==> src/rtl/core/irr_pkg.sv <==
`timescale 1ns / 1ps
`default_nettype none
package irr_pkg;

  localparam int MAX_SRC_WIDTH  = 512;
  localparam int MAX_SRC_HEIGHT = 512;
  localparam int FRAC_BITS      = 8;

  localparam int COS_W   = 15;
  localparam int SIN_W   = 16;
  localparam int SZ_W    = 10;
  localparam int RS_W    = 11;
  localparam int CRD_W   = 10;
  localparam int CH_W    = 8;
  localparam int PIX_W   = 3 * CH_W;

  localparam int CFG_IDX_W  = 3;
  localparam int CFG_DATA_W = 16;

  typedef enum logic [CFG_IDX_W-1:0] {
    REG_COS    = 3'd0,
    REG_SIN    = 3'd1,
    REG_SRC_W  = 3'd2,
    REG_SRC_H  = 3'd3,
    REG_RES_W  = 3'd4,
    REG_RES_H  = 3'd5,
    REG_MODE   = 3'd6
  } cfg_reg_e;

  // Coordinate mapping arithmetic, in units of 2^-15 pixel.
  localparam int DLT_W  = RS_W + 1;
  localparam int PROD_W = SIN_W + DLT_W;
  localparam int SUM_W  = PROD_W + 2;
  localparam int CTR_SH = 14;
  localparam int SHIFT  = 15 - FRAC_BITS;
  localparam int RND    = 1 << (14 - FRAC_BITS);
  localparam int PX_W   = SUM_W - SHIFT;
  localparam int POS_W  = PX_W - FRAC_BITS;
  localparam int HALF   = 1 << (FRAC_BITS - 1);

  // Blend arithmetic.
  localparam int ONE    = 1 << FRAC_BITS;
  localparam int FW1    = FRAC_BITS + 1;
  localparam int WGT_W  = 2 * FRAC_BITS + 1;
  localparam int PRD_W  = CH_W + WGT_W;
  localparam int ACC_W  = PRD_W + 2;

  // Frame store split into four banks by row and column parity.
  localparam int HALF_W     = (MAX_SRC_WIDTH + 1) / 2;
  localparam int HALF_H     = (MAX_SRC_HEIGHT + 1) / 2;
  localparam int HX_W       = $clog2(HALF_W + 1);
  localparam int HY_W       = $clog2(HALF_H + 1);
  localparam int BANK_DEPTH = HALF_W * HALF_H;
  localparam int BA_W       = (BANK_DEPTH > 1) ? $clog2(BANK_DEPTH) : 1;
  localparam int NBANK      = 4;

  localparam int QDEPTH = 4;
  localparam int QA_W   = $clog2(QDEPTH);
  localparam int QC_W   = $clog2(QDEPTH + 1);

  typedef struct packed {
    logic [COS_W-1:0]        cos_c;
    logic signed [SIN_W-1:0] sin_c;
    logic [SZ_W-1:0]         eff_w;
    logic [SZ_W-1:0]         eff_h;
    logic [RS_W-1:0]         res_w;
    logic [RS_W-1:0]         res_h;
    logic                    bilinear;
  } irr_cfg_t;

  typedef struct packed {
    logic                    is_read;
    logic                    wr_ok;
    logic signed [POS_W-1:0] pos_x;
    logic signed [POS_W-1:0] pos_y;
    logic [FRAC_BITS-1:0]    frac_x;
    logic [FRAC_BITS-1:0]    frac_y;
    logic [PIX_W-1:0]        pixel;
  } irr_item_t;

endpackage
`default_nettype wire

==> src/rtl/core/irr_queue.sv <==
`timescale 1ns / 1ps
`default_nettype none
module irr_queue
  import irr_pkg::*;
(
  input  wire logic      clk_i,
  input  wire logic      rst_ni,
  input  wire irr_item_t in_i,
  input  wire logic      in_valid_i,
  output logic           in_ready_o,
  output irr_item_t      out_o,
  output logic           out_valid_o,
  input  wire logic      out_ready_i
);

  irr_item_t       buf_q [QDEPTH];
  logic [QA_W-1:0] wp_q, rp_q;
  logic [QC_W-1:0] cnt_q;
  logic            push, pop;

  assign in_ready_o  = (cnt_q != QC_W'(QDEPTH));
  assign out_valid_o = (cnt_q != '0);
  assign push        = in_valid_i && in_ready_o;
  assign pop         = out_valid_o && out_ready_i;
  assign out_o       = buf_q[rp_q];

  always_ff @(posedge clk_i or negedge rst_ni) begin
    if (!rst_ni) begin
      wp_q  <= '0;
      rp_q  <= '0;
      cnt_q <= '0;
    end else begin
      if (push) begin
        wp_q <= wp_q + QA_W'(1);
      end
      if (pop) begin
        rp_q <= rp_q + QA_W'(1);
      end
      if (push && !pop) begin
        cnt_q <= cnt_q + QC_W'(1);
      end else if (pop && !push) begin
        cnt_q <= cnt_q - QC_W'(1);
      end
    end
  end

  always_ff @(posedge clk_i) begin
    if (push) begin
      buf_q[wp_q] <= in_i;
    end
  end

  a_cnt_bound: assert property (@(posedge clk_i) disable iff (!rst_ni)
    cnt_q <= QC_W'(QDEPTH))
    else $error("queue fill count above depth");

  a_cnt_push: assert property (@(posedge clk_i) disable iff (!rst_ni)
    (push && !pop) |=> cnt_q == $past(cnt_q) + QC_W'(1))
    else $error("queue fill count did not follow a push");

endmodule
`default_nettype wire

==> config.mk <==
export PLATFORM = sky130hd
export DESIGN_NAME = irr_queue
export DESIGN_NICKNAME = d
export VERILOG_FILES = /design/src/rtl/core/irr_pkg.sv /design/src/rtl/core/irr_queue.sv
export SDC_FILE = /design/constraint.sdc
export NUM_CORES = 1
export LEC_CHECK = 0
export BUFFER_PORTS_ARGS = -buffer_cell sky130_fd_sc_hd__buf_2
export CORE_MARGIN = 5
export CORE_UTILIZATION = 51
export DETAILED_ROUTE_END_ITERATION = 12
export GPL_TIMING_DRIVEN = 0
export HOLD_SLACK_MARGIN = 0.1
export PLACE_DENSITY = 0.84
export SLEW_MARGIN = 20
export SYNTH_ARGS = -nofsm -noshare
export SYNTH_HDL_FRONTEND = slang
export SYNTH_SLANG_ARGS = --single-unit
==> constraint.sdc <==
create_clock -name clk_i -period 2.7 [get_ports clk_i]
set_input_delay 0.54 -clock clk_i [delete_from_list [all_inputs] [get_ports clk_i]]
set_output_delay 0.54 -clock clk_i [all_outputs]
set_load 0.1 [all_outputs]
Yosys cells after proc, flatten, opt, wreduce, memory -nomap -nowiden

Memories as Yosys holds them, arrays and structs flattened.
Index checks and enable logic that the tools add are counted.

$add $sub $neg: 4
Equality and inequality tests: 1
Multiplexer cells: 4
Reductions and logical operators: 8

Operator list:

| kind                                              | number |
|---|---|
| 2-to-1 mux 3 bit                                  | 2 |
| adder 2 x 1 -> 2 bit (second input constant)      | 2 |
| logical AND 1 bit                                 | 4 |
| adder 3 x 1 -> 3 bit (second input constant)      | 1 |
| != test 3 bit (second input constant)             | 1 |
| nonzero test 3 bit                                | 1 |
| subtractor 3 x 1 -> 3 bit (second input constant) | 1 |
| logical NOT 1 bit                                 | 2 |
| 2-to-1 mux 1 bit                                  | 2 |
| nonzero test 2 bit                                | 1 |

Flip-flop bits (word level): 7
Bits in writable memories: 288
Input port bits: 76
Output and inout port bits: 74
Word-level logic and storage cells: 21
Memories kept: 1

Memory list:

| memory | words | bits a word | read ports | clocked after memory_dff | write ports | RTL line        | text |
|---|---|---|---|---|---|---|---|
| buf_q  | 4     | 72          | 1          | 0                        | 1           | irr_queue.sv:16 | `irr_item_t buf_q [QDEPTH];` |

Depth between registers and ports, before layout

Gate-level depths: netlist of run 1.

Word-level depth: 6
Depth in mapped cells: 8

Least setup slack after synthesis of run 1

No wires, ideal clock.

Path kind: input to register
From: input in_valid_i
To: memory buf_q[0][0] in the netlist's numbering, enable pin
Library setup time: 0.438 ns
Arrival: 2.531 ns
Required time: 2.262 ns
Setup slack: -0.269 ns
Cell stages on the path: 2
Buffers on the path: 0
Cell sequence: a21boi_2 > and2_1

Word-level cells in the longest chain between the ends: 3

RTL lines:

| item                                   | RTL line        | text |
|---|---|---|
| start, declared                        | irr_queue.sv:9  | `input wire logic in_valid_i,` |
| logical AND 1 bit                      | irr_queue.sv:23 | `assign push = in_valid_i && in_ready_o;` |
| 2-to-1 mux 1 bit                       | irr_queue.sv:48 | `if (push) begin` |
| 2-to-1 mux 1 bit (implied by the code) | irr_queue.sv:49 | `buf_q[wp_q] <= in_i;` |
| end, declared                          | irr_queue.sv:16 |  |

No other way between the ends.

==> metrics.txt, run 1 <==
Synthesized Nets 493; Antenna diodes 0; crit path DAT 2.07 ns; Synth cell types 18; CP Buf/Inv Count 3; warnings from Yosys 0; FILL cells 1396; final setup TNS 0 ns; Bufs on Longest Clock Path 3; Syn Area/Cell 26.3 sq um; DRT Wirelength 19600 microns; CP max-delay cell mux4_2; die span in y 156 microns; initial DRC count 241; worst r2r path cells 8; Die Wd 156 microns; max layer used met5; Synth area leaders edfxtp_1, mux4_2, dfrtp_1, buf_6, ha_1; # IOs 150; EDFF count, synth 288; largest net degree at the start of global routing 41; Cell Rows 53; layout cells sized above 1 0.474; outcome completed; actual slew at the worst max-slew pin 0.633 ns; crit-path max FO 10; RSZ-0062 raised after global routing yes; WP depth 4; Max Slew Vio Count 0; DIE AREA 24200 sq um; Fin. Hold Viols 0; Initial DRT Pass Iterations 4; Total GRT Usage 0.163; first-pass GRT wire length 30500 microns; global route overflow 0; Critical Path End Type primary output; top post-synthesis cells by count edfxtp_1, mux4_2, buf_2; H-tree depth 1; WHS 0.219 ns; Cell Area, Synth 10800 sq um; Initial Util 0.516; port buffer count 149; post-detail-place hpwl 12500 microns; post-route clock period utilization 0.967; total CTS buffers 29; core area 21000 sq um; WS Path Type flip-flop to primary output; Top FF cell, synth edfxtp_1; area share of the largest cell type after synthesis 0.801; vias in the first global route 5425; max-cap violation count 0; Post-Syn Instances 411; CP startpoint kind flip-flop; Hold WC Path Type input port to flip-flop; DRC viols 0; post-synthesis async set-or-reset flop share 0.0237; fin nets 682; clock latency on the worst-skew pair 0.53 ns; min Tclk post-route 2.61 ns; DR WL met3 1460 microns; final setup violation count 0; initial antenna violation count 1; vias per cell 5.46; wire length on met2 10400 microns; clock slew at reported path FFs 0.06 ns; synthesis-stage register bit count 295; CTS tree done; Slew Limit Headroom 0.578; most frequent cell after synthesis edfxtp_1; Synth area leader edfxtp_1; DR vias 4900; hold depth 1; register area share after synthesis 0.817; GPL Wtd Cong 0.763; metal1 wirelength 7430 microns; Max Clock Skew 0.00551 ns; Clock Sinks 295; slowest stage delay, CP 0.53 ns; Root Driver clkbuf_16; antenna-violating nets left 0; FMAX 383 MHz; CP cell instances buf_12 -> buf_8 -> mux4_2 -> buf_4; area growth from synthesis to layout 23.0%; CP top delay family buffers and inverters; Worst EP required 2.16 ns; average wire per standard cell 21.9 microns
cell families after synthesis:
logic type,count (synthesis),synth area share
buf+inv,19,0.0127
simple gates,10,0.00475
compound gates,1,0.00104
fa+ha+maj,6,0.00764
flops,295,0.817
xor+xnor,6,0.00486
mux,74,0.152
path summary, 6_finish.rpt:
kind | start | end | slack [ns]
setup / recovery | rp_q[0]$_DFFE_PN0P_ | out_o[54] | 0.09
min in group asynchronous | rst_ni | cnt_q[1]$_DFFE_PN0P_ | 0.38
hold / removal | in_i[51] | buf_q[0][51]$_DFFE_PP_ | 0.22
hold reg to reg | cnt_q[2]$_DFFE_PN0P_ | cnt_q[2]$_DFFE_PN0P_ | 0.54
setup reg to reg | cnt_q[1]$_DFFE_PN0P_ | cnt_q[2]$_DFFE_PN0P_ | 0.53
max in group asynchronous | rst_ni | rp_q[0]$_DFFE_PN0P_ | 2.16
per-stage QoR:
stage          std cells  worst slack, ns   util  area (sq um)
2_1_floorplan        411            0.169      -         10800
3_3_place_gp         835           -0.174  0.568         11900
3_5_place_dp         839            0.422  0.572         12000
4_1_cts              894          -0.0228  0.627         13100
5_1_grt              898         -0.00162  0.634         13300
6_report             898           0.0885  0.634         13300
cell usage in the layout, fill, tap and decap left out:
cell type	instances
inv_6	2
mux4_2	72
or3_1	1
xnor2_1	4
clkbuf_16	29
buf_4	51
clkinv_2	7
buf_8	5
fa_1	1
nor2_1	2
and2_4	4
clkinvlp_4	1
nand2_1	2
a21boi_2	1
buf_12	6
bufinv_16	4
inv_1	3
buf_6	24
ha_1	5
clkbuf_4	6
edfxtp_1	288
clkbuf_1	2
clkinv_1	9
buf_2	81
dlygate4sd3_1	1
nand3_1	1
dfrtp_1	7
mux2_2	2
xor2_1	2
cell type report:
cell class / instances / area (sq um) / share of cell area
Clock buffer: 31 / 733 / 0.0552
Timing Repair Buffer: 158 / 1130 / 0.0849
Inverter: 3 / 11.3 / 0.000848
Sequential cell: 295 / 8820 / 0.664
Buffer: 16 / 180 / 0.0136
Tap cell: 275 / 344 / 0.0259
Clock inverter: 23 / 214 / 0.0161
Multi-Input combinational cell: 97 / 1850 / 0.139
state kept, by name, summed over array words and instances, names as in the netlist:
signal and cells:
cnt_q 3, rp_q 2, wp_q 2, buf_q 288
layer usage:
metal | vias to the layer above | GRT usage
li1 | 2151 | -
met1 | 2552 | 0.213
met2 | 163 | 0.285
met3 | 32 | 0.0366
met4 | 2 | 0.0338
met5 | - | 0
what timing repair did:
action / in CTS / in global routing
endpoints found under the setup margin: 69 / 68
hold endpoints to repair: 7 / 0
pin swaps: 0 / 0
resized for setup: 78 / 31
setup buffers: 0 / 4
hold buffers: 1 / 0
Power of run 1 is left out: the tool's default activity adds up to more than one toggle a clock period on the data nets, which glitch-free logic cannot reach.
==> run 2: changes to the inputs <==
Settings changed: CELL_PAD_IN_SITES_DETAIL_PLACEMENT set to 0, CELL_PAD_IN_SITES_GLOBAL_PLACEMENT set to 1, CORE_UTILIZATION 51 to 45.
==> metrics.txt, run 2 (same netlist as run 1, synthesis figures left out) <==
CP dominant cell by count buf_2; vias in the first global route 5386 (-0.72%); H-tree depth 1 (unchanged); CTS tree done; actual slew at the worst max-slew pin 0.614 ns (-0.0187 ns); CP cell instances buf_2 -> buf_2 -> mux4_2 -> buf_4; global route overflow 0 (unchanged); Initial DRT Pass Iterations 4 (unchanged); FMAX 380 MHz (-0.75%); post-detail-place hpwl 12300 microns (-1.3%); outcome completed; RSZ-0062 raised after global routing yes; initial DRC count 260 (+7.9%); fin util 0.565 (-0.0693); first-pass GRT wire length 30000 microns (-1.9%); CP startpoint kind flip-flop; CP top delay family buffers and inverters; Reg with most FFs buf_q; DRT Wirelength 19300 microns (-1.7%); fin nets 681 (-0.15%); WS Path Type flip-flop to primary output; Clock Sinks 295 (unchanged); GPL Wtd Cong 0.736 (-3.6%); Slew Limit Headroom 0.590 (+0.0125); crit-path max FO 10 (unchanged); slowest stage delay, CP 0.36 ns (-0.17 ns); port buffer count 149 (unchanged); layout cells sized above 1 0.475 (+0.00153); max-cap violation count 0 (unchanged); Cell Rows 56 (+5.7%); Max Slew Vio Count 0 (unchanged); Max Clock Skew 0.0188 ns (+0.0133 ns); Hold WC Path Type input port to flip-flop; largest net degree at the start of global routing 38 (-7.3%); post-route clock period utilization 0.975 (+0.00732); # IOs 150 (unchanged); Total GRT Usage 0.144 (-0.0190); commonest non-fill, non-tap cells in the layout edfxtp_1, buf_2, mux4_2; die span in y 165 microns (+6.0%); clock slew at reported path FFs 0.06 ns (about the same); antenna-violating nets left 0 (unchanged); Root Driver clkbuf_16; vias per cell 5.20 (-4.7%); crit path DAT 2.09 ns (+0.02 ns); number of flip-flops in the largest register 288 (unchanged); final setup violation count 0 (unchanged); Fin. Hold Viols 0 (unchanged); min Tclk post-route 2.63 ns (+0.0198 ns); core area 23500 sq um (+12%); DR vias 4895 (-0.10%); register area 8820 sq um (unchanged); R2R setup slack 0.53 ns (about the same); area growth from synthesis to layout 23.1% (about the same); initial antenna violation count 3 (+2); clock latency on the worst-skew pair 0.53 ns (about the same); Bufs on Longest Clock Path 3 (unchanged); total CTS buffers 29 (unchanged); CP max-delay cell mux4_2; Multi-input gate area 1850 sq um (unchanged); DRC viols 0 (unchanged); Critical Path End Type primary output; CP Buf/Inv Count 3 (unchanged); FILL cells 1769 (+27%); Top Registers buf_q: 288 flops, cnt_q: 3 flops; most common cell after layout, fill and taps aside edfxtp_1; Worst EP required 2.16 ns (about the same); average wire per standard cell 20.5 microns (-6.2%); Initial Util 0.459 (-0.0567); DIE AREA 27200 sq um (+12%); Die Wd 165 microns (+6.0%)
## run 2: cell types whose count changed in the layout (fill, tap and decap cells not counted), sizes merged
cell | before | now
clkinvlp | 1 | 3
clkinv | 16 | 14
inv | 5 | 3
buf | 167 | 170
bufinv | 4 | 2
diode | 0 | 1
clkbuf | 37 | 36
## run 2: cell type report
class,count,area share
Clock buffer,34,0.0560
Tap cell,319,0.0300
Clock inverter,19,0.0114
Timing Repair Buffer,157,0.0860
Sequential cell,295,0.664
Multi-Input combinational cell,97,0.139
Buffer,16,0.0126
Antenna cell,1,0.000188
Inverter,3,0.000847
## run 2: final timing paths
check                                          to  depth (start not counted)                  from
max                                     out_o[25]                          4   rp_q[1]$_DFFE_PN0P_
min                        buf_q[2][62]$_DFFE_PP_                          1              in_i[62]
max reg2reg                  cnt_q[2]$_DFFE_PN0P_                          8  cnt_q[1]$_DFFE_PN0P_
min reg2reg                  cnt_q[2]$_DFFE_PN0P_                          1  cnt_q[2]$_DFFE_PN0P_
max in group asynchronous    cnt_q[2]$_DFFE_PN0P_                          2                rst_ni
min in group asynchronous     wp_q[0]$_DFFE_PN0P_                          2                rst_ni
## run 2: stage by stage
stage | worst slack [ns] | hold slack [ns] | cells | TNS, ns | area [sq um]
global route | -0.0377 | 0.206 | 941 | -0.713 | 13300
floorplan | 0.169 | 0.244 | 411 | 0 | 10800
CTS | -0.0358 | 0.196 | 937 | -0.430 | 13100
finish | 0.0687 | 0.226 | 941 | 0 | 13300
global placement | -0.202 | 0.378 | 879 | -56.07 | 12000
detailed placement | 0.428 | 0.389 | 883 | 0 | 12000
## run 2: layer usage
layer  track usage  share of wire  up-vias
li1              -              -     2144
met1         0.192           0.41     2556
met2         0.240           0.51      149
met3        0.0299          0.062       42
met4        0.0450          0.025        4
met5             0         0.0014        -
## run 2: timing repair
action                                  CTS  global route
resized for setup                        75            35
endpoints found under the hold margin     7             0
hold buffers                              1             0
setup buffers                             0             3
endpoints found under the setup margin   68            67
Power of run 2 is left out for the same reason.
