--- config.mk ---
export PLATFORM = sky130hd
export DESIGN_NAME = irr_front_flat
export DESIGN_NICKNAME = d
export VERILOG_FILES = /design/src/rtl/core/irr_pkg.sv /design/src/rtl/core/irr_if.sv /design/src/rtl/core/irr_front.sv /design/src/flat_wrapper.sv
export SDC_FILE = /design/constraint.sdc
export NUM_CORES = 2
export LEC_CHECK = 0
export BUFFER_PORTS_ARGS = -buffer_cell sky130_fd_sc_hd__buf_2
export CORE_MARGIN = 1
export CORE_UTILIZATION = 60
export DETAILED_ROUTE_END_ITERATION = 16
export PLACE_DENSITY = 0.8
export REMOVE_ABC_BUFFERS = 1
export SYNTH_ARGS = -nofsm -noshare
export SYNTH_HDL_FRONTEND = slang
export SYNTH_SLANG_ARGS = --single-unit
--- constraint.sdc ---
create_clock -name clk_i -period 15.3 [get_ports clk_i]
set_clock_uncertainty 0.05 [all_clocks]
set_input_delay 0.765 -clock clk_i [delete_from_list [all_inputs] [get_ports clk_i]]
set_output_delay 0.765 -clock clk_i [all_outputs]
set_load 0.1 [all_outputs]
--- src/rtl/core/irr_pkg.sv ---
`timescale 1ns / 1ps
`default_nettype none
package irr_pkg;

  localparam int MAX_SRC_WIDTH  = 512;
  localparam int MAX_SRC_HEIGHT = 512;
  localparam int FRAC_BITS      = 8;

  localparam int COS_W   = 15;
  localparam int SIN_W   = 16;
  localparam int SZ_W    = 10;
  localparam int RS_W    = 11;
  localparam int CRD_W   = 10;
  localparam int CH_W    = 8;
  localparam int PIX_W   = 3 * CH_W;

  localparam int CFG_IDX_W  = 3;
  localparam int CFG_DATA_W = 16;

  typedef enum logic [CFG_IDX_W-1:0] {
    REG_COS    = 3'd0,
    REG_SIN    = 3'd1,
    REG_SRC_W  = 3'd2,
    REG_SRC_H  = 3'd3,
    REG_RES_W  = 3'd4,
    REG_RES_H  = 3'd5,
    REG_MODE   = 3'd6
  } cfg_reg_e;

  // Coordinate mapping arithmetic, in units of 2^-15 pixel.
  localparam int DLT_W  = RS_W + 1;
  localparam int PROD_W = SIN_W + DLT_W;
  localparam int SUM_W  = PROD_W + 2;
  localparam int CTR_SH = 14;
  localparam int SHIFT  = 15 - FRAC_BITS;
  localparam int RND    = 1 << (14 - FRAC_BITS);
  localparam int PX_W   = SUM_W - SHIFT;
  localparam int POS_W  = PX_W - FRAC_BITS;
  localparam int HALF   = 1 << (FRAC_BITS - 1);

  // Blend arithmetic.
  localparam int ONE    = 1 << FRAC_BITS;
  localparam int FW1    = FRAC_BITS + 1;
  localparam int WGT_W  = 2 * FRAC_BITS + 1;
  localparam int PRD_W  = CH_W + WGT_W;
  localparam int ACC_W  = PRD_W + 2;

  // Frame store split into four banks by row and column parity.
  localparam int HALF_W     = (MAX_SRC_WIDTH + 1) / 2;
  localparam int HALF_H     = (MAX_SRC_HEIGHT + 1) / 2;
  localparam int HX_W       = $clog2(HALF_W + 1);
  localparam int HY_W       = $clog2(HALF_H + 1);
  localparam int BANK_DEPTH = HALF_W * HALF_H;
  localparam int BA_W       = (BANK_DEPTH > 1) ? $clog2(BANK_DEPTH) : 1;
  localparam int NBANK      = 4;

  localparam int QDEPTH = 4;
  localparam int QA_W   = $clog2(QDEPTH);
  localparam int QC_W   = $clog2(QDEPTH + 1);

  typedef struct packed {
    logic [COS_W-1:0]        cos_c;
    logic signed [SIN_W-1:0] sin_c;
    logic [SZ_W-1:0]         eff_w;
    logic [SZ_W-1:0]         eff_h;
    logic [RS_W-1:0]         res_w;
    logic [RS_W-1:0]         res_h;
    logic                    bilinear;
  } irr_cfg_t;

  typedef struct packed {
    logic                    is_read;
    logic                    wr_ok;
    logic signed [POS_W-1:0] pos_x;
    logic signed [POS_W-1:0] pos_y;
    logic [FRAC_BITS-1:0]    frac_x;
    logic [FRAC_BITS-1:0]    frac_y;
    logic [PIX_W-1:0]        pixel;
  } irr_item_t;

endpackage
`default_nettype wire

--- src/rtl/core/irr_if.sv ---
`timescale 1ns / 1ps
`default_nettype none
interface irr_req_if;
  logic       valid;
  logic       ready;
  logic       req_type;
  logic [9:0] coord_x;
  logic [9:0] coord_y;
  logic [7:0] red_in;
  logic [7:0] green_in;
  logic [7:0] blue_in;

  modport source (output valid, req_type, coord_x, coord_y, red_in, green_in, blue_in,
                  input ready);
  modport sink (input valid, req_type, coord_x, coord_y, red_in, green_in, blue_in,
                output ready);
endinterface

`default_nettype wire

--- src/rtl/core/irr_front.sv ---
`timescale 1ns / 1ps
`default_nettype none
module irr_front
  import irr_pkg::*;
(
  input  wire logic     clk_i,
  input  wire logic     rst_ni,
  irr_req_if.sink       req_i,
  input  wire irr_cfg_t cfg_i,
  output irr_item_t     item_o,
  output logic          item_valid_o,
  input  wire logic     item_ready_i
);

  logic f_en;

  logic                    f1_v_q, f2_v_q, f3_v_q;
  logic                    f1_rd_q, f2_rd_q, f3_rd_q;
  logic                    f1_ok_q, f2_ok_q, f3_ok_q;
  logic [CRD_W-1:0]        f1_x_q, f2_x_q, f3_x_q;
  logic [CRD_W-1:0]        f1_y_q, f2_y_q, f3_y_q;
  logic [PIX_W-1:0]        f1_pix_q, f2_pix_q, f3_pix_q;
  logic signed [DLT_W-1:0] dx_d, dy_d, f1_dx_q, f1_dy_q;
  logic signed [COS_W:0]   cos_s;
  logic signed [PROD_W-1:0] pcx_d, psy_d, psx_d, pcy_d;
  logic signed [PROD_W-1:0] f2_pcx_q, f2_psy_q, f2_psx_q, f2_pcy_q;
  logic signed [SUM_W-1:0] ctr_x, ctr_y, vx, vy;
  logic signed [PX_W-1:0]  px_d, py_d, f3_px_q, f3_py_q, nx, ny;
  logic                    wr_ok_d;

  assign f_en        = !f3_v_q || item_ready_i;
  assign req_i.ready = f_en;

  assign dx_d    = $signed({1'b0, req_i.coord_x, 1'b0}) - $signed({1'b0, cfg_i.res_w});
  assign dy_d    = $signed({1'b0, req_i.coord_y, 1'b0}) - $signed({1'b0, cfg_i.res_h});
  assign wr_ok_d = (32'(req_i.coord_x) < MAX_SRC_WIDTH) &&
                   (32'(req_i.coord_y) < MAX_SRC_HEIGHT);

  assign cos_s = $signed({1'b0, cfg_i.cos_c});
  assign pcx_d = cos_s * f1_dx_q;
  assign psy_d = cfg_i.sin_c * f1_dy_q;
  assign psx_d = cfg_i.sin_c * f1_dx_q;
  assign pcy_d = cos_s * f1_dy_q;

  assign ctr_x = (SUM_W'($signed({1'b0, cfg_i.eff_w})) - SUM_W'(1)) <<< CTR_SH;
  assign ctr_y = (SUM_W'($signed({1'b0, cfg_i.eff_h})) - SUM_W'(1)) <<< CTR_SH;
  assign vx    = SUM_W'(f2_pcx_q) - SUM_W'(f2_psy_q) + ctr_x + SUM_W'(RND);
  assign vy    = SUM_W'(f2_psx_q) + SUM_W'(f2_pcy_q) + ctr_y + SUM_W'(RND);
  assign px_d  = $signed(vx[SUM_W-1:SHIFT]);
  assign py_d  = $signed(vy[SUM_W-1:SHIFT]);

  always_ff @(posedge clk_i or negedge rst_ni) begin
    if (!rst_ni) begin
      f1_v_q <= 1'b0;
      f2_v_q <= 1'b0;
      f3_v_q <= 1'b0;
    end else if (f_en) begin
      f1_v_q <= req_i.valid;
      f2_v_q <= f1_v_q;
      f3_v_q <= f2_v_q;
    end
  end

  always_ff @(posedge clk_i) begin
    if (f_en) begin
      f1_rd_q  <= req_i.req_type;
      f1_ok_q  <= wr_ok_d;
      f1_x_q   <= req_i.coord_x;
      f1_y_q   <= req_i.coord_y;
      f1_pix_q <= {req_i.red_in, req_i.green_in, req_i.blue_in};
      f1_dx_q  <= dx_d;
      f1_dy_q  <= dy_d;
      f2_rd_q  <= f1_rd_q;
      f2_ok_q  <= f1_ok_q;
      f2_x_q   <= f1_x_q;
      f2_y_q   <= f1_y_q;
      f2_pix_q <= f1_pix_q;
      f2_pcx_q <= pcx_d;
      f2_psy_q <= psy_d;
      f2_psx_q <= psx_d;
      f2_pcy_q <= pcy_d;
      f3_rd_q  <= f2_rd_q;
      f3_ok_q  <= f2_ok_q;
      f3_x_q   <= f2_x_q;
      f3_y_q   <= f2_y_q;
      f3_pix_q <= f2_pix_q;
      f3_px_q  <= px_d;
      f3_py_q  <= py_d;
    end
  end

  // Nearest mode rounds half up and leaves no fraction, so the back end
  // puts the full weight on one neighbor.
  assign nx = f3_px_q + PX_W'(HALF);
  assign ny = f3_py_q + PX_W'(HALF);

  always_comb begin
    item_o.is_read = f3_rd_q;
    item_o.wr_ok   = f3_ok_q;
    item_o.pixel   = f3_pix_q;
    if (!f3_rd_q) begin
      item_o.pos_x  = POS_W'(f3_x_q);
      item_o.pos_y  = POS_W'(f3_y_q);
      item_o.frac_x = '0;
      item_o.frac_y = '0;
    end else if (cfg_i.bilinear) begin
      item_o.pos_x  = f3_px_q[PX_W-1:FRAC_BITS];
      item_o.pos_y  = f3_py_q[PX_W-1:FRAC_BITS];
      item_o.frac_x = f3_px_q[FRAC_BITS-1:0];
      item_o.frac_y = f3_py_q[FRAC_BITS-1:0];
    end else begin
      item_o.pos_x  = nx[PX_W-1:FRAC_BITS];
      item_o.pos_y  = ny[PX_W-1:FRAC_BITS];
      item_o.frac_x = '0;
      item_o.frac_y = '0;
    end
  end

  assign item_valid_o = f3_v_q;

endmodule
`default_nettype wire

--- src/flat_wrapper.sv ---
// flat-port wrapper written by rule: the top's interface ports become plain ports
module irr_front_flat import irr_pkg::*;
  (clk_i, rst_ni, cfg_i, item_o, item_valid_o, item_ready_i, req_i_valid, req_i_req_type, req_i_coord_x, req_i_coord_y, req_i_red_in, req_i_green_in, req_i_blue_in, req_i_ready);
  irr_req_if req_i_i ();
  input  wire logic clk_i;
  input  wire logic rst_ni;
  input  wire irr_cfg_t cfg_i;
  output irr_item_t item_o;
  output logic item_valid_o;
  input  wire logic item_ready_i;
  input wire logic [$bits(req_i_i.valid)-1:0] req_i_valid;
  input wire logic [$bits(req_i_i.req_type)-1:0] req_i_req_type;
  input wire logic [$bits(req_i_i.coord_x)-1:0] req_i_coord_x;
  input wire logic [$bits(req_i_i.coord_y)-1:0] req_i_coord_y;
  input wire logic [$bits(req_i_i.red_in)-1:0] req_i_red_in;
  input wire logic [$bits(req_i_i.green_in)-1:0] req_i_green_in;
  input wire logic [$bits(req_i_i.blue_in)-1:0] req_i_blue_in;
  output wire logic [$bits(req_i_i.ready)-1:0] req_i_ready;
  assign req_i_i.valid = req_i_valid;
  assign req_i_i.req_type = req_i_req_type;
  assign req_i_i.coord_x = req_i_coord_x;
  assign req_i_i.coord_y = req_i_coord_y;
  assign req_i_i.red_in = req_i_red_in;
  assign req_i_i.green_in = req_i_green_in;
  assign req_i_i.blue_in = req_i_blue_in;
  assign req_i_ready = req_i_i.ready;
  irr_front u_core (.clk_i(clk_i), .rst_ni(rst_ni), .req_i(req_i_i), .cfg_i(cfg_i), .item_o(item_o), .item_valid_o(item_valid_o), .item_ready_i(item_ready_i));
endmodule
* Word level (Yosys, flattened, before mapping)
Cells that the tools add are included.
Storage, ports and cells: bits in latches 0, output and inout bits 74, bits in read-only memories 0, logic and storage cells 49, flip-flop bits (word level) 323, memories kept 0, bits of input ports 123, memory bits (writable) 0
Cells by class: reduce and logical (&&, ||, !) cells 3, shifts and indexed selects 0, divide/modulo/power cells 0, bitwise logic cells 0, multipliers 4, muxes and demuxes 2, equal/unequal tests 0, add/sub/neg operators 12, magnitude comparators 2
Operators by type and width (count):
- 16-bit by 12-bit multiplier with 28-bit output | 4
- 46-bit two-way mux | 2
- 30-bit adder | 2
- 30-bit by 8-bit adder with 30-bit output, second input constant | 2
- 23-bit by 9-bit adder with 23-bit output, second input constant | 2
- 28-bit by 28-bit adder with 29-bit output | 1
- 28-bit by 28-bit subtractor with 29-bit output | 1
- 11-bit by 11-bit subtractor with 12-bit output | 2
- 10-bit by 1-bit subtractor with 11-bit output, second input constant | 2
- 10-bit less-than comparator, second input constant | 2
- 1-bit logical AND | 1
- 1-bit logical NOT | 1
- 1-bit logical OR | 1

* Longest topological paths before layout
depth after elaboration 3, mapped depth 23, depth with buffers taken out 22

* Worst setup path before layout
OpenSTA, ideal clock, no wires.
kind in2reg, from in item_ready_i, to reg u_core.f1_v_q, arrival time 10.377 ns, path slack 4.762 ns, stages on the path 2, required time 15.140 ns, cell sequence nand2b_1 > mux2_2
On the way: cells in the longest elaborated chain, start to end 1
Ends and longest elaborated chain:
- start, declared | line flat_wrapper.sv:10 | input wire logic item_ready_i;
- 1-bit logical OR | line irr_front.sv:31 | assign f_en = !f3_v_q || item_ready_i;
- end signal, assigned | line irr_front.sv:58 | f1_v_q <= req_i.valid;
- end, declared | line irr_front.sv:17 | logic f1_v_q, f2_v_q, f3_v_q;
No other way between the ends. A chain may end at the register's enable or synchronous reset.

* Final worst setup path
from reg u_core.f1_dy_q[11], to reg u_core.f2_pcy_q[27], data pin
On the way: cells in the longest elaborated chain, start to end 1
Ends and longest elaborated chain:
- start, declared | line irr_front.sv:23 | logic signed [DLT_W-1:0] dx_d, dy_d, f1_dx_q, f1_dy_q;
- start signal, assigned | line irr_front.sv:72 | f1_dy_q <= dy_d;
- 16-bit by 12-bit multiplier with 28-bit output | line irr_front.sv:43 | assign pcy_d = cos_s * f1_dy_q;
- net u_core.pcy_d[27] | line irr_front.sv:25 | logic signed [PROD_W-1:0] pcx_d, psy_d, psx_d, pcy_d;
- end signal, assigned | line irr_front.sv:81 | f2_pcy_q <= pcy_d;
- end, declared | line irr_front.sv:26 | logic signed [PROD_W-1:0] f2_pcx_q, f2_psy_q, f2_psx_q, f2_pcy_q;
The timed path passes the listed nets, and every way through them passes these cells.

==> impl_metrics.tcl <==
set metrics [dict create \
    dr.pass1.iters 6 \
    io_buffer_count 196 \
    grt_use_total_pct 27.3 \
    antenna_found_initial 8 \
    slew_viol_final 0 \
    dr_wl_met3_um 5690 \
    ys_seq_area_share_pct 23.2 \
    grt_pass1_wl_um 154000 \
    critPathLaunchType "flip-flop" \
    drive_above_1_share_pct 7.26 \
    synth_simple_gate_area_share_pct 14.5 \
    setup_violations 0 \
    rsz0062_at_grt "false" \
    min_path_type "primary input to flip-flop" \
    synth_edf_count 320 \
    cts_tree "built" \
    ys_types 84 \
    syn_to_final_growth_pct 7.38 \
    path_clk_slew_ps 70 \
    overflow 0 \
    holdWs_ps 338 \
    fp.dieArea_um2 70600 \
    die_h_um 266 \
    synth-seq-cells 323 \
    place_ws_ps 8290 \
    slowest_delay_ps 730 \
    ios 197 \
    worst_pin_slew_ps 1340 \
    drt-initial-drc-count 1956 \
    cts_hold_buf 1 \
    utilization_pct 65.2 \
    via_count 29500 \
    ant_nets 0 \
    synth_top_family_by_area "adder cells" \
    cts_buffers 38 \
    m1WireLength_um 38200 \
    viasPerCell 5.51 \
    crit_type "flip-flop to flip-flop" \
    rows 96 \
    synth_top_flop_cell "edfxtp_1" \
    yosys.area_share.adder_pct 41.5 \
    drc 0 \
    post-route-period-util_pct 46.7 \
    setup_tns_ps 0 \
    cp.required_ps 15570 \
    hold_viol 0 \
    nets 5516 \
    cp_data_arrival_time_ps 7410 \
    routed_wl_um 91600 \
    hpwlAfterDp_um 69900 \
    max-cap-violations 0 \
    cts-root-buf "clkbuf_16" \
    cts_resized 0 \
    netlist_area_um2 41700 \
    synth.area.mux_share_pct 0.126 \
    worstPathCellList "inv_1, nor2_1, fa_1, fa_1, fa_1, fa_1, inv_1, fa_1, inv_1, ha_1, a21o_1, a221o_1, a31oi_1, o311a_1, a211oi_1, a41o_1, o41ai_1, mux2i_1, nand4_1" \
    async_flop_share_pct 0.929 \
    dieWidth_um 266 \
    wl_met2_um 44600 \
    slowest_stage "edfxtp_1" \
    relSlewSlack_pct 10.9 \
    avgRoutedWirePerCell_um 17.1 \
    design.core.area_um2 68700 \
    grt_max_degree 85 \
    synth_compound_area_share_pct 6.77 \
    synthCells 4271 \
    fin_crit_ps 7140 \
    yosys_warnings 0 \
    first_global_vias 30900 \
    start_util_pct 60.8 \
    crit_path_end_kind "flip-flop" \
    clock.fmax_mhz 140 \
    worstSkewPairLatency_ps 590 \
    worst-path-max-fanout 21 \
    routed.top_layer "met4" \
    synth_area_per_cell_um2 9.77 \
    cts_max_level 2 \
    clock_path_buffers 3 \
    place.gp.congestion 0.868 \
    synth-xor-area-share_pct 4.66 \
    status "finished, final reports clean" \
    path_common_cell "fa_1" \
    reg2reg_slack_ps 8160 \
    fin_ws_ps 8160 \
    cts_setup_buffers 0 \
    cts_sinks 323 \
]
[routing by layer]
metal | vias to the layer above | track usage [%]
met2 | 975 | 46.6
met3 | 151 | 3.17
met1 | 14700 | 36.2
met4 | 0 | 9.75
li1 | 13600 | -
met5 | - | 0
[synth_stat cells, drive strengths merged (4+ instances only)]
cell       n  share of area [%]
xnor2    147                3.1
clkbuf   147                1.3
a2111oi    5               0.23
o21ai     73               0.88
a211o      6               0.13
edfxtp   320                 23
fa       620                 30
a21boi    17               0.31
a31oi     15               0.22
ha       392                 12
o31a       7               0.15
o211ai     5              0.090
or2        7               0.10
nand4      9               0.13
a311oi     5               0.15
a211oi    14               0.29
nor2     199                1.8
and2     259                3.9
a21o      54               0.97
nand3     49               0.59
o21a      20               0.36
o21bai    12               0.22
a21oi    126                1.5
xor2      75                1.6
and4       5               0.10
o211a      4              0.096
nand3b     6               0.11
a221oi     4               0.11
nor4      11               0.16
or3       20               0.30
o31ai      7               0.18
and3      41               0.61
nand2    538                4.8
nand2b    49               0.75
nor3      44               0.58
nor2b     25               0.37
buf        6              0.075
inv      879                7.9
[critical path, delay by kind of cell, from the launching register on]
family / cells / cell delay, ps
fa+ha+maj: 6 / 2710
compound gates: 7 / 2050
flops: 1 / 730
buf+inv: 3 / 690
simple gates: 2 / 370
mux: 1 / 250
[final timing paths]
kind,start,end,cells past startpoint
min reg2reg,u_core.f1_pix_q[19],u_core.f2_pix_q[19],0
max reg2reg,u_core.f1_dy_q[11],u_core.f2_pcy_q[27],19
max in group asynchronous,rst_ni,u_core.f2_v_q,2
min,req_i_blue_in[1],u_core.f1_pix_q[1],1
min in group asynchronous,rst_ni,u_core.f1_v_q,2
max,u_core.f1_dy_q[11],u_core.f2_pcy_q[27],19
[state kept, by name (all words and copies together) (netlist names), 10 cells and up]
name / flops
u_core.f1_dx_q: 12
u_core.f1_dy_q: 12
u_core.f1_pix_q: 24
u_core.f1_x_q: 10
u_core.f1_y_q: 10
u_core.f2_pcx_q: 28
u_core.f2_pcy_q: 28
u_core.f2_pix_q: 24
u_core.f2_psx_q: 28
u_core.f2_psy_q: 28
u_core.f2_x_q: 10
u_core.f2_y_q: 10
u_core.f3_pix_q: 24
u_core.f3_px_q: 23
u_core.f3_py_q: 23
u_core.f3_x_q: 10
u_core.f3_y_q: 10
[cell usage in the layout, fill, tap and decap left out, types with 9 or more instances in the layout]
cell type,Yosys,routed
xnor2_1,147,147
nand3_1,49,49
a21oi_1,124,124
ha_1,392,392
and3_1,41,41
buf_4,2,26
nand2b_1,48,47
nor4_1,11,11
o21a_1,20,20
a211oi_1,11,11
nor2b_1,25,25
a31oi_1,15,15
nand4_1,9,9
inv_1,879,879
clkbuf_16,0,39
buf_2,1,196
nand2_1,538,538
a21o_1,54,54
nor2_1,198,198
or3_1,20,20
nor3_1,41,41
o21bai_1,11,11
o21ai_0,69,69
fa_1,620,620
and2_1,258,258
xor2_1,75,75
a21boi_0,17,17
edfxtp_1,320,320
[logic make-up (layout without fill, tap and decap cells)]
| family | after synthesis | after routing |
|---|---|---|
| flip-flops | 323 | 323 |
| buffers and inverters | 1032 | 1170 |
| AO/OA/AOI/OAI | 409 | 409 |
| AND/OR/NAND/NOR | 1268 | 1268 |
| adder cells (fa/ha/maj) | 1012 | 1012 |
| other | 0 | 8 |
| XOR/XNOR | 222 | 222 |
| multiplexers | 5 | 5 |
[area by class of cell]
type | instances | area [um2]
antenna | 8 | 20.0
clock inverter | 18 | 238
multi-input combinational | 2916 | 28200
tap | 931 | 1160
timing repair buffer | 223 | 1190
inverter | 879 | 3300
clock buffer | 50 | 1050
fill | 5503 | 23900
sequential | 323 | 9680
[through the flow]
step	cells	cell area (um2)
floorplan	4118	41200
global placement	5271	43500
detailed placement	5271	43500
CTS	5340	44800
global route	5347	44800
finish	5348	44800
Power is not shown: default switching activity piles up to over one toggle a cycle in this logic, so the estimate is an artifact.
